`src/rtl/i2cms_pkg.sv`:
```
// i2cms_pkg: shared types, command codes and helpers for the i2c master bit sequencer
// no dependencies; imported by every module of the block

package i2cms_pkg;

    localparam int ACTION_W = 4;
    localparam int BYTE_W   = 8;
    localparam int PHASE_W  = 6;
    localparam int COUNT_W  = 4;

    localparam logic [COUNT_W-1:0] RECOVERY_COUNT_RST = 4'd9;

    // input action codes
    localparam logic [ACTION_W-1:0] ACT_TICK    = 4'd0;
    localparam logic [ACTION_W-1:0] ACT_START   = 4'd1;
    localparam logic [ACTION_W-1:0] ACT_STOP    = 4'd2;
    localparam logic [ACTION_W-1:0] ACT_WRITE   = 4'd3;
    localparam logic [ACTION_W-1:0] ACT_READ    = 4'd4;
    localparam logic [ACTION_W-1:0] ACT_ACK     = 4'd5;
    localparam logic [ACTION_W-1:0] ACT_NACK    = 4'd6;
    localparam logic [ACTION_W-1:0] ACT_WAITACK = 4'd7;
    localparam logic [ACTION_W-1:0] ACT_RECOVER = 4'd8;

    // last phases of the fixed-length commands
    localparam logic [PHASE_W-1:0] PH_WRITE_LAST = 6'd23;
    localparam logic [PHASE_W-1:0] PH_READ_LAST  = 6'd16;

    typedef enum logic [8:0] {
        CMD_IDLE    = 9'b000000001,
        CMD_START   = 9'b000000010,
        CMD_STOP    = 9'b000000100,
        CMD_WRITE   = 9'b000001000,
        CMD_READ    = 9'b000010000,
        CMD_ACK     = 9'b000100000,
        CMD_NACK    = 9'b001000000,
        CMD_WAITACK = 9'b010000000,
        CMD_RECOVER = 9'b100000000
    } cmd_t;

    typedef struct packed {
        logic [ACTION_W-1:0] action;
        logic [BYTE_W-1:0]   tx_byte;
        logic                sda_in;
    } tick_t;

    typedef struct packed {
        logic              scl_level;
        logic              sda_drive_low;
        logic              busy_res;
        logic              done_res;
        logic [BYTE_W-1:0] rx_byte;
        logic              ack_level;
        logic              rejected;
    } result_t;

    function automatic cmd_t action_to_cmd(input logic [ACTION_W-1:0] action);
        cmd_t cmd;
        case (action)
            ACT_START:   cmd = CMD_START;
            ACT_STOP:    cmd = CMD_STOP;
            ACT_WRITE:   cmd = CMD_WRITE;
            ACT_READ:    cmd = CMD_READ;
            ACT_ACK:     cmd = CMD_ACK;
            ACT_NACK:    cmd = CMD_NACK;
            ACT_WAITACK: cmd = CMD_WAITACK;
            ACT_RECOVER: cmd = CMD_RECOVER;
            default:     cmd = CMD_IDLE;
        endcase
        return cmd;
    endfunction

endpackage

```
`src/rtl/i2cms_in_reg.sv`:
```
// i2cms_in_reg: input register stage holding one tick transaction
// depends on i2cms_pkg

module i2cms_in_reg import i2cms_pkg::*; (
    input  logic  aclk,
    input  logic  aresetn,
    input  logic  s_valid,
    output logic  s_ready,
    input  tick_t s_tick,
    output logic  tick_valid,
    input  logic  tick_take,
    output tick_t tick
);

    logic  valid_reg;
    logic  valid_next;
    tick_t tick_reg;

    assign s_ready    = !valid_reg || tick_take;
    assign valid_next = (s_valid && s_ready) || (valid_reg && !tick_take);

    always_ff @(posedge aclk) begin
        if (!aresetn) begin
            valid_reg <= 1'b0;
        end else begin
            valid_reg <= valid_next;
        end
    end

    always_ff @(posedge aclk) begin
        if (s_valid && s_ready) begin
            tick_reg <= s_tick;
        end
    end

    assign tick_valid = valid_reg;
    assign tick       = tick_reg;

endmodule

```
`src/rtl/i2cms_engine.sv`:
```
// i2cms_engine: command state, line state and per-tick sequencing logic
// depends on i2cms_pkg

module i2cms_engine import i2cms_pkg::*; (
    input  logic               aclk,
    input  logic               aresetn,
    input  logic               cfg_wr_en,
    input  logic [COUNT_W-1:0] cfg_wr_data,
    input  logic               advance,
    input  tick_t              tick,
    output result_t            res
);

    cmd_t               cmd_reg, cmd_next, cmd_eff;
    logic [PHASE_W-1:0] phase_reg, phase_next, p_eff;
    logic [1:0]         sub_reg, sub_next, sub_eff;
    logic [BYTE_W-1:0]  shift_reg, shift_next, shift_eff;
    logic [BYTE_W-1:0]  rcv_reg, rcv_next;
    logic               ack_reg, ack_next;
    logic               scl_reg, scl_next;
    logic               sda_reg, sda_next;
    logic [COUNT_W-1:0] count_reg;

    logic               scl, sda, busy, done, rej, hold_low;
    logic [PHASE_W-1:0] pulses;
    logic [PHASE_W-1:0] tail;

    assign pulses = {1'b0, count_reg, 1'b0};
    assign tail   = p_eff - pulses;

    always_comb begin
        rej       = 1'b0;
        busy      = 1'b0;
        done      = 1'b0;
        hold_low  = 1'b0;
        scl       = scl_reg;
        sda       = sda_reg;
        cmd_eff   = cmd_reg;
        p_eff     = phase_reg;
        sub_eff   = sub_reg;
        shift_eff = shift_reg;
        rcv_next  = rcv_reg;
        ack_next  = ack_reg;

        // accept a command only when idle
        if (cmd_reg != CMD_IDLE) begin
            if (tick.action != ACT_TICK) begin
                rej = 1'b1;
            end
        end else begin
            cmd_eff = action_to_cmd(tick.action);
            if (cmd_eff != CMD_IDLE) begin
                p_eff   = '0;
                sub_eff = 2'd0;
                if (cmd_eff == CMD_WRITE) begin
                    shift_eff = tick.tx_byte;
                end else if (cmd_eff == CMD_READ) begin
                    shift_eff = '0;
                end
            end
        end
        shift_next = shift_eff;

        unique case (cmd_eff)
            CMD_IDLE: begin
            end
            CMD_START: begin
                busy = 1'b1;
                priority if (p_eff == 6'd0) begin
                    sda = 1'b0;
                end else if (p_eff == 6'd1) begin
                    scl = 1'b1;
                end else if (p_eff == 6'd2) begin
                    sda = 1'b1;
                end else begin
                    scl  = 1'b0;
                    done = 1'b1;
                end
            end
            CMD_STOP: begin
                busy = 1'b1;
                priority if (p_eff == 6'd0) begin
                    scl = 1'b0;
                end else if (p_eff == 6'd1) begin
                    sda = 1'b1;
                end else if (p_eff == 6'd2) begin
                    scl = 1'b1;
                end else begin
                    sda  = 1'b0;
                    done = 1'b1;
                end
            end
            CMD_ACK, CMD_NACK: begin
                busy = 1'b1;
                priority if (p_eff == 6'd0) begin
                    sda = (cmd_eff == CMD_ACK);
                end else if (p_eff == 6'd1) begin
                    scl = 1'b1;
                end else begin
                    scl  = 1'b0;
                    done = 1'b1;
                end
            end
            CMD_WAITACK: begin
                busy = 1'b1;
                sda  = 1'b0;
                if (p_eff == 6'd0) begin
                    scl      = 1'b1;
                    ack_next = tick.sda_in;
                end else begin
                    scl  = 1'b0;
                    done = 1'b1;
                end
            end
            CMD_WRITE: begin
                busy = 1'b1;
                priority if (sub_eff == 2'd0) begin
                    scl = 1'b0;
                end else if (sub_eff == 2'd1) begin
                    sda = !shift_eff[BYTE_W-1];
                end else begin
                    scl        = 1'b1;
                    shift_next = {shift_eff[BYTE_W-2:0], 1'b0};
                    if (p_eff >= PH_WRITE_LAST) begin
                        done     = 1'b1;
                        hold_low = 1'b1;
                    end
                end
            end
            CMD_READ: begin
                busy = 1'b1;
                sda  = 1'b0;
                priority if (p_eff >= PH_READ_LAST) begin
                    scl      = 1'b0;
                    rcv_next = shift_eff;
                    done     = 1'b1;
                end else if (!p_eff[0]) begin
                    scl = 1'b0;
                end else begin
                    scl        = 1'b1;
                    shift_next = {shift_eff[BYTE_W-2:0], tick.sda_in};
                end
            end
            CMD_RECOVER: begin
                busy = 1'b1;
                priority if (p_eff < pulses) begin
                    sda = 1'b0;
                    scl = p_eff[0];
                end else if (tail == 6'd0) begin
                    sda = 1'b1;
                end else if (tail == 6'd1) begin
                    scl = 1'b1;
                end else if (tail == 6'd2) begin
                    sda = 1'b0;
                end else begin
                    scl  = 1'b0;
                    done = 1'b1;
                end
            end
            default: begin
            end
        endcase

        if (done || !busy) begin
            cmd_next   = CMD_IDLE;
            phase_next = '0;
            sub_next   = 2'd0;
        end else begin
            cmd_next   = cmd_eff;
            phase_next = p_eff + 6'd1;
            sub_next   = (sub_eff == 2'd2) ? 2'd0 : sub_eff + 2'd1;
        end
        scl_next = hold_low ? 1'b0 : scl;
        sda_next = sda;
    end

    always_ff @(posedge aclk) begin
        if (!aresetn) begin
            cmd_reg   <= CMD_IDLE;
            phase_reg <= '0;
            sub_reg   <= 2'd0;
            shift_reg <= '0;
            rcv_reg   <= '0;
            ack_reg   <= 1'b1;
            scl_reg   <= 1'b1;
            sda_reg   <= 1'b0;
        end else if (advance) begin
            cmd_reg   <= cmd_next;
            phase_reg <= phase_next;
            sub_reg   <= sub_next;
            shift_reg <= shift_next;
            rcv_reg   <= rcv_next;
            ack_reg   <= ack_next;
            scl_reg   <= scl_next;
            sda_reg   <= sda_next;
        end
    end

    always_ff @(posedge aclk) begin
        if (!aresetn) begin
            count_reg <= RECOVERY_COUNT_RST;
        end else if (cfg_wr_en) begin
            count_reg <= cfg_wr_data;
        end
    end

    always_comb begin
        res.scl_level     = scl;
        res.sda_drive_low = sda;
        res.busy_res      = busy;
        res.done_res      = done;
        res.rx_byte       = rcv_next;
        res.ack_level     = ack_next;
        res.rejected      = rej;
    end

`ifndef SYNTHESIS
    a_idle_phase_zero: assert property (@(posedge aclk) disable iff (!aresetn)
        cmd_reg == CMD_IDLE |-> (phase_reg == '0 && sub_reg == 2'd0))
        else $error("idle with nonzero phase");

    a_sub_range: assert property (@(posedge aclk) disable iff (!aresetn)
        sub_reg != 2'd3)
        else $error("sub-phase out of range");

    a_done_goes_idle: assert property (@(posedge aclk) disable iff (!aresetn)
        advance && done |=> cmd_reg == CMD_IDLE)
        else $error("command still running after its last tick");

    a_reject_only_busy: assert property (@(posedge aclk) disable iff (!aresetn)
        advance && rej |-> busy && cmd_reg != CMD_IDLE)
        else $error("reject flagged while idle");

    a_write_hold_low: assert property (@(posedge aclk) disable iff (!aresetn)
        advance && hold_low |=> !scl_reg)
        else $error("scl not held low after write byte");
`endif

endmodule

```
`src/rtl/i2cms_out_reg.sv`:
```
// i2cms_out_reg: result register toward the m_ side
// depends on i2cms_pkg

module i2cms_out_reg import i2cms_pkg::*; (
    input  logic    aclk,
    input  logic    aresetn,
    input  logic    tick_valid,
    output logic    tick_take,
    input  result_t res,
    output logic    m_valid,
    input  logic    m_ready,
    output result_t m_res
);

    logic    valid_reg;
    logic    valid_next;
    result_t res_reg;

    assign tick_take  = tick_valid && (!valid_reg || m_ready);
    assign valid_next = tick_take || (valid_reg && !m_ready);

    always_ff @(posedge aclk) begin
        if (!aresetn) begin
            valid_reg <= 1'b0;
        end else begin
            valid_reg <= valid_next;
        end
    end

    always_ff @(posedge aclk) begin
        if (tick_take) begin
            res_reg <= res;
        end
    end

    assign m_valid = valid_reg;
    assign m_res   = res_reg;

endmodule

```
`src/rtl/i2c_master_bit_sequencer.sv`:
```
// i2c_master_bit_sequencer: top level of the open-drain i2c master line sequencer
// depends on i2cms_pkg, i2cms_in_reg, i2cms_engine, i2cms_out_reg
//
// channel  direction  handshake            payload
// s_       in         s_valid / s_ready    s_action, s_tx_byte, s_sda_in
// m_       out        m_valid / m_ready    m_scl_level .. m_rejected (one per tick)
// cfg_     in         cfg_wr_en            cfg_wr_data (recovery pulse count)
//
// one tick transaction per cycle unless the m_ side stalls; a tick's result is registered
// when the tick is taken (input register, then sequencing logic into the result register)
// aresetn is synchronous, active low; it clears the command state and both valids
// a stalled m_ side fills the result register, then the input register, then drops s_ready

module i2c_master_bit_sequencer import i2cms_pkg::*; (
    input  logic                aclk,
    input  logic                aresetn,
    input  logic                cfg_wr_en,
    input  logic [COUNT_W-1:0]  cfg_wr_data,
    input  logic                s_valid,
    output logic                s_ready,
    input  logic [ACTION_W-1:0] s_action,
    input  logic [BYTE_W-1:0]   s_tx_byte,
    input  logic                s_sda_in,
    output logic                m_valid,
    input  logic                m_ready,
    output logic                m_scl_level,
    output logic                m_sda_drive_low,
    output logic                m_busy_res,
    output logic                m_done_res,
    output logic [BYTE_W-1:0]   m_rx_byte,
    output logic                m_ack_level,
    output logic                m_rejected
);

    tick_t   s_tick;
    tick_t   tick;
    logic    tick_valid;
    logic    tick_take;
    result_t res;
    result_t m_res;

    assign s_tick.action  = s_action;
    assign s_tick.tx_byte = s_tx_byte;
    assign s_tick.sda_in  = s_sda_in;

    i2cms_in_reg u_in_reg (
        .aclk       (aclk),
        .aresetn    (aresetn),
        .s_valid    (s_valid),
        .s_ready    (s_ready),
        .s_tick     (s_tick),
        .tick_valid (tick_valid),
        .tick_take  (tick_take),
        .tick       (tick)
    );

    i2cms_engine u_engine (
        .aclk        (aclk),
        .aresetn     (aresetn),
        .cfg_wr_en   (cfg_wr_en),
        .cfg_wr_data (cfg_wr_data),
        .advance     (tick_take),
        .tick        (tick),
        .res         (res)
    );

    i2cms_out_reg u_out_reg (
        .aclk       (aclk),
        .aresetn    (aresetn),
        .tick_valid (tick_valid),
        .tick_take  (tick_take),
        .res        (res),
        .m_valid    (m_valid),
        .m_ready    (m_ready),
        .m_res      (m_res)
    );

    assign m_scl_level     = m_res.scl_level;
    assign m_sda_drive_low = m_res.sda_drive_low;
    assign m_busy_res      = m_res.busy_res;
    assign m_done_res      = m_res.done_res;
    assign m_rx_byte       = m_res.rx_byte;
    assign m_ack_level     = m_res.ack_level;
    assign m_rejected      = m_res.rejected;

endmodule

```
`config.mk`:
```
export PLATFORM = sky130hd
export DESIGN_NAME = i2c_master_bit_sequencer
export DESIGN_NICKNAME = d
export VERILOG_FILES = /design/src/rtl/i2cms_pkg.sv /design/src/rtl/i2cms_in_reg.sv /design/src/rtl/i2cms_engine.sv /design/src/rtl/i2cms_out_reg.sv /design/src/rtl/i2c_master_bit_sequencer.sv
export SDC_FILE = /design/constraint.sdc
export NUM_CORES = 1
export LEC_CHECK = 0
export BUFFER_PORTS_ARGS = -buffer_cell sky130_fd_sc_hd__buf_2
export CAP_MARGIN = 20
export CORE_ASPECT_RATIO = 1.5
export CORE_MARGIN = 4
export CORE_UTILIZATION = 30
export DETAILED_ROUTE_END_ITERATION = 16
export SLEW_MARGIN = 15
export SYNTH_ARGS = -nofsm -noshare
export SYNTH_HDL_FRONTEND = slang
export SYNTH_SLANG_ARGS = --single-unit
```
`constraint.sdc`:
```
create_clock -name aclk -period 3.8 [get_ports aclk]
set_input_delay 0.38 -clock aclk [delete_from_list [all_inputs] [get_ports aclk]]
set_output_delay 0.38 -clock aclk [all_outputs]
set_load 0.02 [all_outputs]
```
## Word level (Yosys, flattened, before mapping)

Memory sizes are Yosys's and may differ from the RTL's. A register that Yosys moved wholly into a read port is not among the register bits.
Cells that the tools add are included.

| word-level totals | value |
|---|---|
| word-level logic and storage cells | 144 |
| memories | 1 |
| output and inout bits | 16 |
| ROM bits | 144 |
| bits in registers | 69 |

Memory list:

| name | depth | bits a word | rd ports | clocked after memory_dff | wr ports | line | source |
|---|---|---|---|---|---|---|---|
| (name not given) | 16 | 9 | 1 | 1 | 0 | i2cms_pkg.sv:58 | `case (action)` |

| operators by class | value |
|---|---|
| add/sub/neg operators | 3 |
| order comparisons | 3 |
| multiplexer cells | 75 |
| reduce and logical (&&, ||, !) cells | 23 |
| equal/unequal tests | 18 |

Operator list:

| kind | count |
|---|---|
| 8-bit two-way mux | 10 |
| 1-bit two-way mux | 50 |
| 9-bit two-way mux | 3 |
| 9-bit by 4-bit == test with 1-bit output, second input constant | 2 |
| 9-bit by 5-bit == test with 1-bit output, second input constant | 2 |
| 6-bit two-way mux | 3 |
| 9-bit by 1-bit != test with 1-bit output, second input constant | 2 |
| 8-bit case mux with 2 select lines | 1 |
| 6-bit by 1-bit == test with 1-bit output, second input constant | 2 |
| 6-bit by 2-bit == test with 1-bit output, second input constant | 2 |
| 6-bit by 5-bit greater-or-equal comparator with 1-bit output, second input constant | 2 |
| 6-bit logical NOT | 2 |
| 1-bit case mux with 6 select lines | 2 |
| 9-bit by 2-bit == test with 1-bit output, second input constant | 1 |
| 9-bit by 3-bit == test with 1-bit output, second input constant | 1 |
| 9-bit by 6-bit == test with 1-bit output, second input constant | 1 |
| 9-bit by 7-bit == test with 1-bit output, second input constant | 1 |
| 9-bit by 8-bit == test with 1-bit output, second input constant | 1 |
| 9-bit == test, second input constant | 1 |
| 2-bit two-way mux | 4 |
| 8-bit OR reduction | 1 |
| 1-bit case mux with 7 select lines | 1 |
| 6-bit by 1-bit adder with 6-bit output, second input constant | 1 |
| 1-bit logical NOT | 6 |
| other kinds (11) | 20 |

## Depth between registers and ports, before layout

Gate-level depths: netlist of run 1.

| logic depth | value |
|---|---|
| depth after elaboration | 14 |
| gate-level depth with buffers | 18 |
| depth with buffers taken out | 15 |

## Modules after synthesis

A second synthesis of run 1 with hierarchy kept.

| second synthesis, totals | value |
|---|---|
| cells, all modules | 445 |
| area total of the unflattened synthesis | 4,043.9 um2 |

Modules (own cells, without submodules):

| module | sequential area each (um2) | cells an instance | instances | area an instance (um2) |
|---|---|---|---|---|
| i2cms_engine | 800.8 | 409 | 1 | 3,128.0 |
| i2cms_out_reg | 440.4 | 18 | 1 | 467.9 |
| i2cms_in_reg | 410.4 | 18 | 1 | 447.9 |

## Worst setup path after synthesis of run 1

No wires, ideal clock.

| timing path | value |
|---|---|
| kind | reg-to-reg |
| start point | reg with a tool-made name |
| end point | reg u_out_reg.res_reg (netlist bit u_out_reg.m_res[12]), data pin |
| path slack | -94 ps |
| setup time | 265 ps |
| data arrival time | 3,629 ps |
| cell stages (with the launch flop) | 17 |
| buffers on the path | 1 |
| required time | 3,535 ps |
| path through | dfxtp_1 > or4_1 > or3_1 > nand2_2 > buf_2 > and2_1 > inv_1 > ha_1 > fa_1 > inv_1 > a21o_1 > a21oi_1 > xor2_1 > nand3_1 > mux2_2 > a211oi_1 > a21oi_1 |

RTL lines:

| element | line | source |
|---|---|---|
| end signal: assignment | i2cms_out_reg.sv:32 | `res_reg <= res;` |
| end: declaration | i2cms_out_reg.sv:17 | `result_t res_reg;` |

## Worst setup path after layout of run 1

| timing path | value |
|---|---|
| start point | reg u_engine.cmd_reg[3] |
| end point | reg u_engine.phase_reg[4] |

| between the ends | value |
|---|---|
| longest elaborated chain between the ends | 11 |
| elaborated cells on any way between the ends | 47 |
| those cells by class | add/sub: 2; order compare: 3; eq/ne: 14; mux: 20; reduce/logical: 8 |

Ends and longest elaborated chain:

| element | line | source |
|---|---|---|
| start: declaration | i2cms_engine.sv:14 | `cmd_t cmd_reg, cmd_next, cmd_eff;` |
| start signal: assignment | i2cms_engine.sv:188 | `cmd_reg <= cmd_next;` |
| 9-bit by 1-bit != test with 1-bit output | i2cms_engine.sv:46 | `if (cmd_reg != CMD_IDLE) begin` |
| 6-bit two-way mux | i2cms_engine.sv:46 |  |
| 6-bit by 5-bit subtractor with 6-bit output | i2cms_engine.sv:29 | `assign tail = p_eff - pulses;` |
| 6-bit by 2-bit == test with 1-bit output | i2cms_engine.sv:153 | `end else if (tail == 6'd2) begin` |
| 1-bit two-way mux | i2cms_engine.sv:153 |  |
| 1-bit two-way mux | i2cms_engine.sv:151 | `end else if (tail == 6'd1) begin` |
| 1-bit two-way mux | i2cms_engine.sv:149 | `end else if (tail == 6'd0) begin` |
| 1-bit two-way mux | i2cms_engine.sv:146 | `priority if (p_eff < pulses) begin` |
| 1-bit case mux with 6 select lines | i2cms_engine.sv:64 | `unique case (cmd_eff)` |
| 1-bit logical OR | i2cms_engine.sv:164 | `if (done \|\| !busy) begin` |
| 6-bit two-way mux (*) | i2cms_engine.sv:164 |  |
| end signal: assignment | i2cms_engine.sv:189 | `phase_reg <= phase_next;` |
| end: declaration | i2cms_engine.sv:15 | `logic [PHASE_W-1:0] phase_reg, phase_next, p_eff;` |

Every way passes the cells marked *; elsewhere a longest branch is shown, timed or not.
A chain may end at the register's enable or synchronous reset.

==> impl_results.md, run 1 <==
* Outcome: complete, no violations
* DRC Markers at 0
* GPL Wtd Cong at 0.948
* Fin. max-slew vios at 0
* Net Count, Synth at 481
* Overall routing resource usage at 0.144
* CTS tree: yes
* Relative slew slack at 0.434
* CTS Buf Count at 9
* Startpoint Class: register
* Tmin final at roughly 3600 ps
* GR Util met3 at 0.0292
* Crit path arrival time at 3880 ps
* Final ANT Viol Nets at 0
* Max-cap viol count at 0
* # rows at 52
* Non-filler instance count after layout at 671
* Pre-antenna DRT Iters at 7
* Number of flops mapped to enable cells by yosys at 27
* Leakage at 1.97 nW
* Endpoints failing setup at 0
* Die height at 152 um
* Die Span X at 104 um
* Period utilisation layout at 0.953
* Worst Reg-to-Reg Cells at 17
* Clock-pin slew of the registers on the worst-case setup and hold paths at around 60 ps
* Mean Syn Cell Area at 9.24 sq um
* Crit Path Category: register to register
* Net Switching at 0.525 mW
* Worst path cell trace: or4_4, nor3_4, nand2_4, buf_4, nand2_1, inv_1, ha_1, nand2b_1, a21oi_1, or2_2, a21oi_1, a311oi_2, nor4_4, buf_12, a21oi_4, buf_12, a21oi_1
* Core area at 0.0135 sq mm
* Clk_lat worst skew at between 300 and 400 ps
* Cts hold-fix bufs at 0
* Primary FF master, synth: dfxtp_1
* CTS max path bufs at 2
* Starting Density at 0.307
* Area growth from synthesis to layout at 21.1%
* Pwr Density at 420 mW/mm^2
* Peak Freq at ~280 MHz
* Final cell area excluding filler cells at approximately 0.0050 sq mm
* Final Hold Vio Count at 0
* Area contributors post-synth: dfxtp_1 25%, edfxtp_1 20%, nand2_1 4.7%
* Placed cell count at about 650
* Worst R2R End: u_engine.phase_reg[4]$_SDFFE_PN0P_
* Reg2reg setup slack at about 180 ps
* Worst-path maximum fanout at 10
* Die area at roughly 0.016 sq mm
* Worst Tran Pin Value at 828 ps
* Largest net degree at the start of global routing at 32
* Ys Warns at 0
* Mapped Area at 0.00416 sq mm
* Vias at ~3.7k
* Cell Area, Placed at 0.00466 sq mm
* Root buffer cell: clkbuf_16
* Sw Ratio at 0.249
* Synth Register Bits at just under 80
* GR Layer Usage met2 at 0.266
* Max incr delay on CP at approximately 540 ps
* Share of the synthesized area in the top cell type at 0.246
* Initial antenna violation count at 0
* Comb pwr share at 0.136
* Final core utilization at 0.372
* Distinct cell type count after synthesis at 73
* Congestion Overflow GR at 0
* Hpwl dp at 8790 um
* WL per Instance at 17.1 um
* Number of global-route vias before repair at approximately 3.7k
* Register area share after synthesis at 0.441
* H-tree Lvls at 3
* Final Power at 2.11 mW
* Crit. End Element: register
* Max rail drop VDD at 0.204 mV
* P_int at 1.59 mW
* N_diodes at 0
* Area leader, netlist: dfxtp_1
* First-pass GRT wire length at 18400 um
* Hold WC Path Type: primary input to register
* Nets at 535
* Sequential share of power at 0.435
* Required time worst endpoint at 4060 ps
* Sink count of the clock tree at 78
* DRT iter0 DRCs at 196
* Worst path slowest cell: or4_4
* Asr flop ratio synth at 0
* I/O Buffers at 37
* CP endpoint: u_engine.phase_reg[4]$_SDFFE_PN0P_
* Critical Path Source: u_engine.cmd_reg[3]$_SDFFE_PN0P_
* Clock power frac at 0.429
* Final WL at 11500 um
* Syn Inst Count at between 400 and 500
* Fin Hold WS at around 220 ps
* Drt via density at 5.50
* GRT Max-Usage Layer: met2
* Layout cells sized above 1 at 0.226
* Met1 global-route usage at 0.146
* Worst Clk Skew at 6.73 ps
* Top cell by count, worst path: a21oi_1
* Io pins at 38
* Reg2Reg Launch Point: u_engine.cmd_reg[3]$_SDFFE_PN0P_
## how the worst min path moves through the flow
stage / from / end / slack [ps] / cells past startpoint
after floorplan: u_engine.phase_reg[1]$_SDFFE_PN0P_ / u_engine.phase_reg[1]$_SDFFE_PN0P_ / 430 / 2
after global placement: u_engine.rcv_reg[7]$_SDFFE_PN0P_ / u_engine.rcv_reg[7]$_SDFFE_PN0P_ / 440 / 2
after detailed placement: u_engine.rcv_reg[6]$_SDFFE_PN0P_ / u_engine.rcv_reg[6]$_SDFFE_PN0P_ / 450 / 2
after CTS: s_tx_byte[6] / u_in_reg.tick[7]$_DFFE_PP_ / 210 / 1
after global routing: s_tx_byte[4] / u_in_reg.tick[5]$_DFFE_PP_ / 210 / 1
final: s_tx_byte[6] / u_in_reg.tick[7]$_DFFE_PP_ / 220 / 1
## cell type report
class	count	area, sq um
Clock buffer	11	233
Inverter	20	75.1
Multi-Input combinational cell	332	2200
Sequential cell	78	1830
Tap cell	162	203
Fill cell	1351	8500
Clock inverter	5	82.6
Timing Repair Buffer	63	405
## worst max-delay path, delay by kind of cell, from the launching register on
family | cells | cell delay, ps
compound gates | 5 | 630
fa+ha+maj | 1 | 290
buf+inv | 4 | 530
flops | 1 | 390
simple gates | 7 | 1700
## what timing repair did
item                       CTS  global route
pin swaps                    1             6
cloned                       0             0
gates resized for setup      1             8
setup endpoints to repair    6            21
setup buffers                0             3
## Yosys cell counts (all sizes together), types with 9 or more instances
library cell and number:
a21boi 10, a21oi 23, a31oi 9, and2 10
clkbuf 13, dfxtp 51, edfxtp 27, inv 19
mux2 9, mux2i 10, nand2 55, nand3 12
nor2 38, nor3 13, o21ai 25
## per-layer routing
| metal | up-vias | part of all wire | routed length, um |
|---|---|---|---|
| met5 | - | 0 | 0 |
| met1 | 1752 | 0.37 | 4260 |
| met4 | 0 | 0.053 | 607 |
| met2 | 135 | 0.53 | 6130 |
| met3 | 41 | 0.044 | 506 |
| li1 | 1763 | - | - |
## layout by cell type, fill, tap and decap left out, types with 7 or more instances in the layout
cell	count
a41oi_1	8
mux2i_1	10
nand2b_1	8
nand3_1	12
o21ai_1	12
nand2_1	52
edfxtp_1	27
a21boi_1	8
mux2_2	9
buf_2	37
inv_1	18
nor3_1	12
clkbuf_16	9
dfxtp_1	49
a21oi_1	21
o21ai_0	13
ha_1	7
a31oi_1	9
buf_4	24
nor2b_1	7
nor2_1	38
and2_1	7
## power by group through the flow
stage | Sequential, mW | Combinational [mW] | Clock (mW)
after floorplan | 0.942 | 0.168 | 0
after global placement | 0.934 | 0.266 | 0
after detailed placement | 0.935 | 0.270 | 0
after CTS | 0.918 | 0.272 | 0.923
after global routing | 0.922 | 0.312 | 0.950
final | 0.918 | 0.288 | 0.907
## per-stage QoR
stage / TNS, ps / setup slack (ps)
2_1_floorplan: 0 / 8.47
3_3_place_gp: 0 / 57.7
3_5_place_dp: -48.9 / -48.9
4_1_cts: 0 / 31.3
5_1_grt: -23.9 / -10.2
6_report: 0 / 180
## cells by family after synthesis
group | count (synthesis) | synth area share
simple gates | 177 | 0.221
compound gates | 121 | 0.209
flops | 78 | 0.441
buf+inv | 40 | 0.0391
mux | 19 | 0.0485
fa+ha+maj | 9 | 0.0289
xor+xnor | 6 | 0.0126
Note: power is estimated with default switching activity, not from simulation.
==> run 2, diff against run 1 <==
--- a/config.mk
+++ b/config.mk
@@ -5,12 +5,12 @@
 export SDC_FILE = /design/constraint.sdc
 export NUM_CORES = 1
 export LEC_CHECK = 0
-export BUFFER_PORTS_ARGS = -buffer_cell sky130_fd_sc_hd__buf_2
 export CAP_MARGIN = 20
 export CORE_ASPECT_RATIO = 1.5
 export CORE_MARGIN = 4
 export CORE_UTILIZATION = 30
 export DETAILED_ROUTE_END_ITERATION = 16
+export DONT_BUFFER_PORTS = 1
 export SLEW_MARGIN = 15
 export SYNTH_ARGS = -nofsm -noshare
 export SYNTH_HDL_FRONTEND = slang
==> run 2 against run 1 <==
  * Global-route usage is 0.11 points lower
  * Clock power grew 12%
  * Critical path depth shrank 1
  * Clock-buffer cell count fell by 1
  * Critical endpoint is now u_engine.cmd_reg[4]$_SDFFE_PN0P_
  * Die area did not move
  * Worst setup slack worse by 23 ps
  * Largest cell class unchanged
  * Register-to-register slack got worse by 20 ps
  * Hold slack got worse by 85 ps
==> impl_results.md, run 2 (synthesized netlist as in run 1, its figures left out) <==
* Outcome: complete, no violations
* I/O Buffers at 0
* Layout cells sized above 1 at 0.173
* Overall routing resource usage at 0.143
* Die area at 0.0158 sq mm
* Hold WC Path Type: primary input to register
* CTS Buf Count at 9
* CTS tree: yes
* Initial antenna violation count at 0
* Clk_lat worst skew at 340 ps
* Crit. End Element: register
* Placed cell count at 618
* Fin Hold WS at 135 ps
* Reg2reg setup slack at 160 ps
* TNS Setup at 0 ps
* H-tree Lvls at 3
* Vias at 3506
* Core area at 0.0135 sq mm
* Hold endpoint: u_engine.ack_reg$_SDFFE_PN1P_
* Pre-antenna DRT Iters at 4
* Max-cap viol count at 0
* Final WL at 11400 um
* First-pass GRT wire length at between 15000 and 20000 um
* Worst Reg-to-Reg Cells at 16
* Hold depth at 1
* Worst-path maximum fanout at 5
* Die Span X at around 100 um
* Commonest non-fill, non-tap cell in the layout: nand2_1
* Non-filler instance count after layout at ~640
* Cts hold-fix bufs at 0
* Clock-pin slew of the registers on the worst-case setup and hold paths at roughly 60 ps
* Worst Clk Skew at 7.63 ps
* Startpoint Class: register
* Hpwl dp at 8640 um
* Commonest cells after routing, fill and taps aside: 52 x nand2_1, 50 x dfxtp_1, 38 x nor2_1
* Area growth from synthesis to layout at 17.7%
* DRT iter0 DRCs at between 200 and 250
* Max rail drop VDD at around 0.26 mV
* Die height at ~150 um
* Number of global-route vias before repair at 3519
* WL per Instance at 18.0 um
* Crit Path Category: register to register
* Crit path arrival time at 3860 ps
* Io pins at 38
* Pwr Density at 447 mW/mm^2
* Fin. max-slew vios at 0
* Required time worst endpoint at 4020 ps
* RSZ-0062 raised after global routing: false
* Starting Density at 0.307
* Endpoints failing setup at 0
* Final ANT Viol Nets at 0
* Period utilisation layout at 0.959
* # rows at 52
* Nets at 500
* Hold Path Origin: aresetn
* N_diodes at 0
* CTS max path bufs at 2
* Congestion Overflow GR at 0
* Relative slew slack at 0.396
* Peak Freq at 275 MHz
* Root buffer cell: clkbuf_16
* Tmin final at 3640 ps
* Drt via density at 5.51
* Sink count of the clock tree at 78
* Worst R2R End: u_engine.cmd_reg[4]$_SDFFE_PN0P_
* DRC Markers at 0
* Final Hold Vio Count at 0
* GPL Wtd Cong at 0.924
* Leakage at 1.85 nW
* Worst Tran Pin Value at approximately 880 ps
* Largest net degree at the start of global routing at 32
==> run 2: changes by cell type in the layout (fill, tap and decap cells not counted), sizes merged <==
cell    change
a21oi       +1
buf        -36
bufinv      +1
clkbuf      -1
==> run 2: cell type report <==
cell class                      count  area, sq um
Clock inverter                      6          116
Multi-Input combinational cell    333         2220
Sequential cell                    78         1830
Fill cell                        1357         8640
Timing Repair Buffer               27          203
Inverter                           20         75.1
Clock buffer                       10          239
Tap cell                          162          203
==> run 2: critical path, cell delays in order, from the launching register on <==
cell,delay [ps]
dfxtp_1,370
or4b_4,480
or3_4,410
nand2_4,100
and2_4,150
inv_1,70
ha_2,200
fa_2,380
inv_1,70
a21o_1,120
a21oi_2,70
xor2_2,160
a311oi_2,400
nor4_4,80
buf_4,180
a21oi_4,200
nor2_1,80
==> run 2: power by group <==
| group | switching (mW) | internal (mW) |
|---|---|---|
| logic | 0.152 | 0.0895 |
| registers | 0.0307 | 0.899 |
| clock network | 0.352 | 0.664 |
==> run 2: how the worst max path moves through the flow <==
| stage | start | end | depth (start not counted) | slack, ps |
|---|---|---|---|---|
| CTS | register | u_out_reg.m_res[12]$_DFFE_PP_ | 15 | 20 |
| finish | register | u_engine.cmd_reg[4]$_SDFFE_PN0P_ | 16 | 160 |
| global route | register | u_engine.cmd_reg[6]$_SDFFE_PN0P_ | 16 | 40 |
| global placement | register | u_out_reg.m_res[12]$_DFFE_PP_ | 15 | 60 |
| detailed placement | register | u_out_reg.m_res[12]$_DFFE_PP_ | 15 | -40 |
| floorplan | register | u_out_reg.m_res[12]$_DFFE_PP_ | 17 | 8 |
==> run 2: per-layer routing <==
layer  global-route usage  vias up  share of wire
li1                     -     1687              -
met3               0.0292       38          0.032
met1                0.151     1691           0.40
met4               0.0856        0          0.045
met2                0.258       90           0.52
met5                    0        -              0
==> run 2: per-stage QoR <==
step	instance area, sq um	power (mW)	utilization	setup slack (ps)
floorplan	4170	1.11	-	8.47
global placement	4480	1.18	0.331	61.1
detailed placement	4480	1.18	0.331	-40.3
CTS	4850	2.19	0.358	21.5
global route	4890	2.26	0.362	37.0
finish	4890	2.19	0.362	157
==> run 2: what timing repair did <==
item | CTS | global route
setup buffers | 1 | 0
hold endpoints to repair | 0 | 0
gates cloned | 0 | 1
gates resized for setup | 1 | 9
pin swaps | 1 | 7
endpoints found under the setup margin | 6 | 20
==> run 3, diff against run 2 <==
==> constraint.sdc (replaced) <==
create_clock -name aclk -period 3.8 [get_ports aclk]
set_input_delay 0.76 -clock aclk [delete_from_list [all_inputs] [get_ports aclk]]
set_output_delay 0.76 -clock aclk [all_outputs]
set_load 0.02 [all_outputs]
==> run 3 against run 2 <==
  * Hold slack improved by 320 ps
  * Clock skew is 0.78 ps lower
  * Fmax is 0.10% lower
  * Highest routed layer unchanged
==> impl_results.md, run 3 (synthesized netlist as in run 1, its figures left out) <==
* RSZ-0062 raised after global routing: false
* CTS tree: yes
* Die height at 152 um
* Commonest cells after routing, fill and taps aside: 52 x nand2_1, 49 x dfxtp_1, 38 x nor2_1
* Core area at 0.0135 sq mm
* Endpoints failing setup at 0
* Congestion Overflow GR at 0
* Final Hold Vio Count at 0
* Final WL at 11200 um
* Worst path slowest cell: or4b_4
* Relative slew slack at 0.410
* Io pins at 38
* Crit. End Element: register
* N_diodes at 0
* # rows at 52
* CTS Buf Count at 9
* First-pass GRT wire length at 18400 um
* Required time worst endpoint at 3880 ps
* Met1 global-route usage at 0.150
* GR Layer Usage met2 at 0.260
* Worst path cell trace: or4b_4, or3_4, nand2_4, and2_4, inv_2, ha_4, fa_2, inv_1, a21o_1, a21oi_1, xor2_1, buf_4, nand3_1, mux2_2, a211oi_2, a21oi_1
* Top cell by count, worst path: a21oi_1
* Clk_lat worst skew at ~340 ps
* Die Span X at 104 um
* Starting Density at 0.307
* Worst Clk Skew at 6.85 ps
* Worst Tran Pin Value at 863 ps
* Fin. max-slew vios at 0
* H-tree Lvls at 3
* Largest net degree at the start of global routing at 32
* Nets at 501
* Cell Area, Placed at 0.00448 sq mm
* Final Power at 2.08 mW
* WL per Instance at 17.6 um
* Pwr Density at 428 mW/mm^2
* Crit Path Category: register to register
* Max incr delay on CP at 530 ps
* Initial antenna violation count at 0
* Fin Hold WS at 451 ps
* Outcome: complete, no violations
* Leakage at 1.84 nW
* Startpoint Class: register
* Overall routing resource usage at 0.144
* Area growth from synthesis to layout at 17.1%
* GPL Wtd Cong at about 0.92
* Root buffer cell: clkbuf_16
* Commonest non-fill, non-tap cell in the layout: nand2_1
* I/O Buffers at 0
* Reg2reg setup slack at between 150 and 200 ps
* Final cell area excluding filler cells at 0.00487 sq mm
* Drt via density at between 5 and 6
* Pre-antenna DRT Iters at 5
* Crit path arrival time at 3730 ps
* Number of global-route vias before repair at 3642
* Peak Freq at roughly 270 MHz
* Die area at approximately 0.016 sq mm
* Worst-path maximum fanout at 5
* GR Util met3 at 0.0343
* Hold WC Path Type: register to register
* Tmin final at 3650 ps
* Layout cells sized above 1 at 0.173
* Hpwl dp at between 8000 and 9000 um
* GRT Max-Usage Layer: met2
* Final ANT Viol Nets at 0
* Max rail drop VDD at roughly 0.21 mV
* DRT iter0 DRCs at roughly 200
* Max-cap viol count at 0
* Final core utilization at 0.360
* CTS max path bufs at 2
* Hold Path Origin: u_engine.rcv_reg[6]$_SDFFE_PN0P_
* Clock-pin slew of the registers on the worst-case setup and hold paths at 60 ps
* Sink count of the clock tree at 78
* Period utilisation layout at 0.960
* Vias at roughly 3.5k
* DRC Markers at 0
==> run 3: metal layers <==
layer	routed length, um	part of all wire	up-vias
met5	0	0	-
li1	-	-	1699
met1	4300	0.38	1686
met3	511	0.045	40
met2	5880	0.52	105
met4	542	0.048	0
==> run 3: final cells by class <==
cell class                 count  area, sq um
clock inverter                 5         63.8
inverter                      20         75.1
multi-input combinational    332         2210
clock buffer                  11          254
tap                          162          203
sequential                    78         1830
timing repair buffer          29          230
fill                        1340         8670
==> run 3: worst paths after layout <==
check	depth (start not counted)	to
setup reg to reg	16	u_out_reg.m_res[12]$_DFFE_PP_
setup / recovery	16	u_out_reg.m_res[12]$_DFFE_PP_
hold / removal	2	u_engine.rcv_reg[6]$_SDFFE_PN0P_
hold reg to reg	2	u_engine.rcv_reg[6]$_SDFFE_PN0P_
==> run 3: report_power, final <==
| group | switching [mW] | internal (mW) | total [mW] |
|---|---|---|---|
| clock | 0.354 | 0.553 | 0.907 |
| combinational | 0.151 | 0.0925 | 0.244 |
| sequential | 0.0309 | 0.899 | 0.930 |
==> run 3: what timing repair did <==
item | 4_1_cts | 5_1_grt
hold buffers | 0 | 0
setup buffers | 2 | 1
setup endpoints to repair | 5 | 19
pin swaps | 4 | 7
gates resized for setup | 2 | 8
==> run 3: metrics by stage <==
stage / std cells / worst slack (ps) / setup TNS (ps)
5_1_grt: 637 / 3.84 / 0
3_5_place_dp: 618 / -27.7 / -43.5
3_3_place_gp: 618 / 62.8 / 0
6_report: 637 / 154 / 0
4_1_cts: 636 / 61.9 / 0
2_1_floorplan: 450 / 8.47 / 0
==> run 3: critical path, delay by kind of cell (launching register included) <==
family / cells / cell delay (ps)
AO/OA/AOI/OAI: 4 / 510
adder cells (fa/ha/maj): 2 / 520
XOR/XNOR: 1 / 170
buffers and inverters: 3 / 270
AND/OR/NAND/NOR: 5 / 1250
flip-flops: 1 / 310
multiplexers: 1 / 340
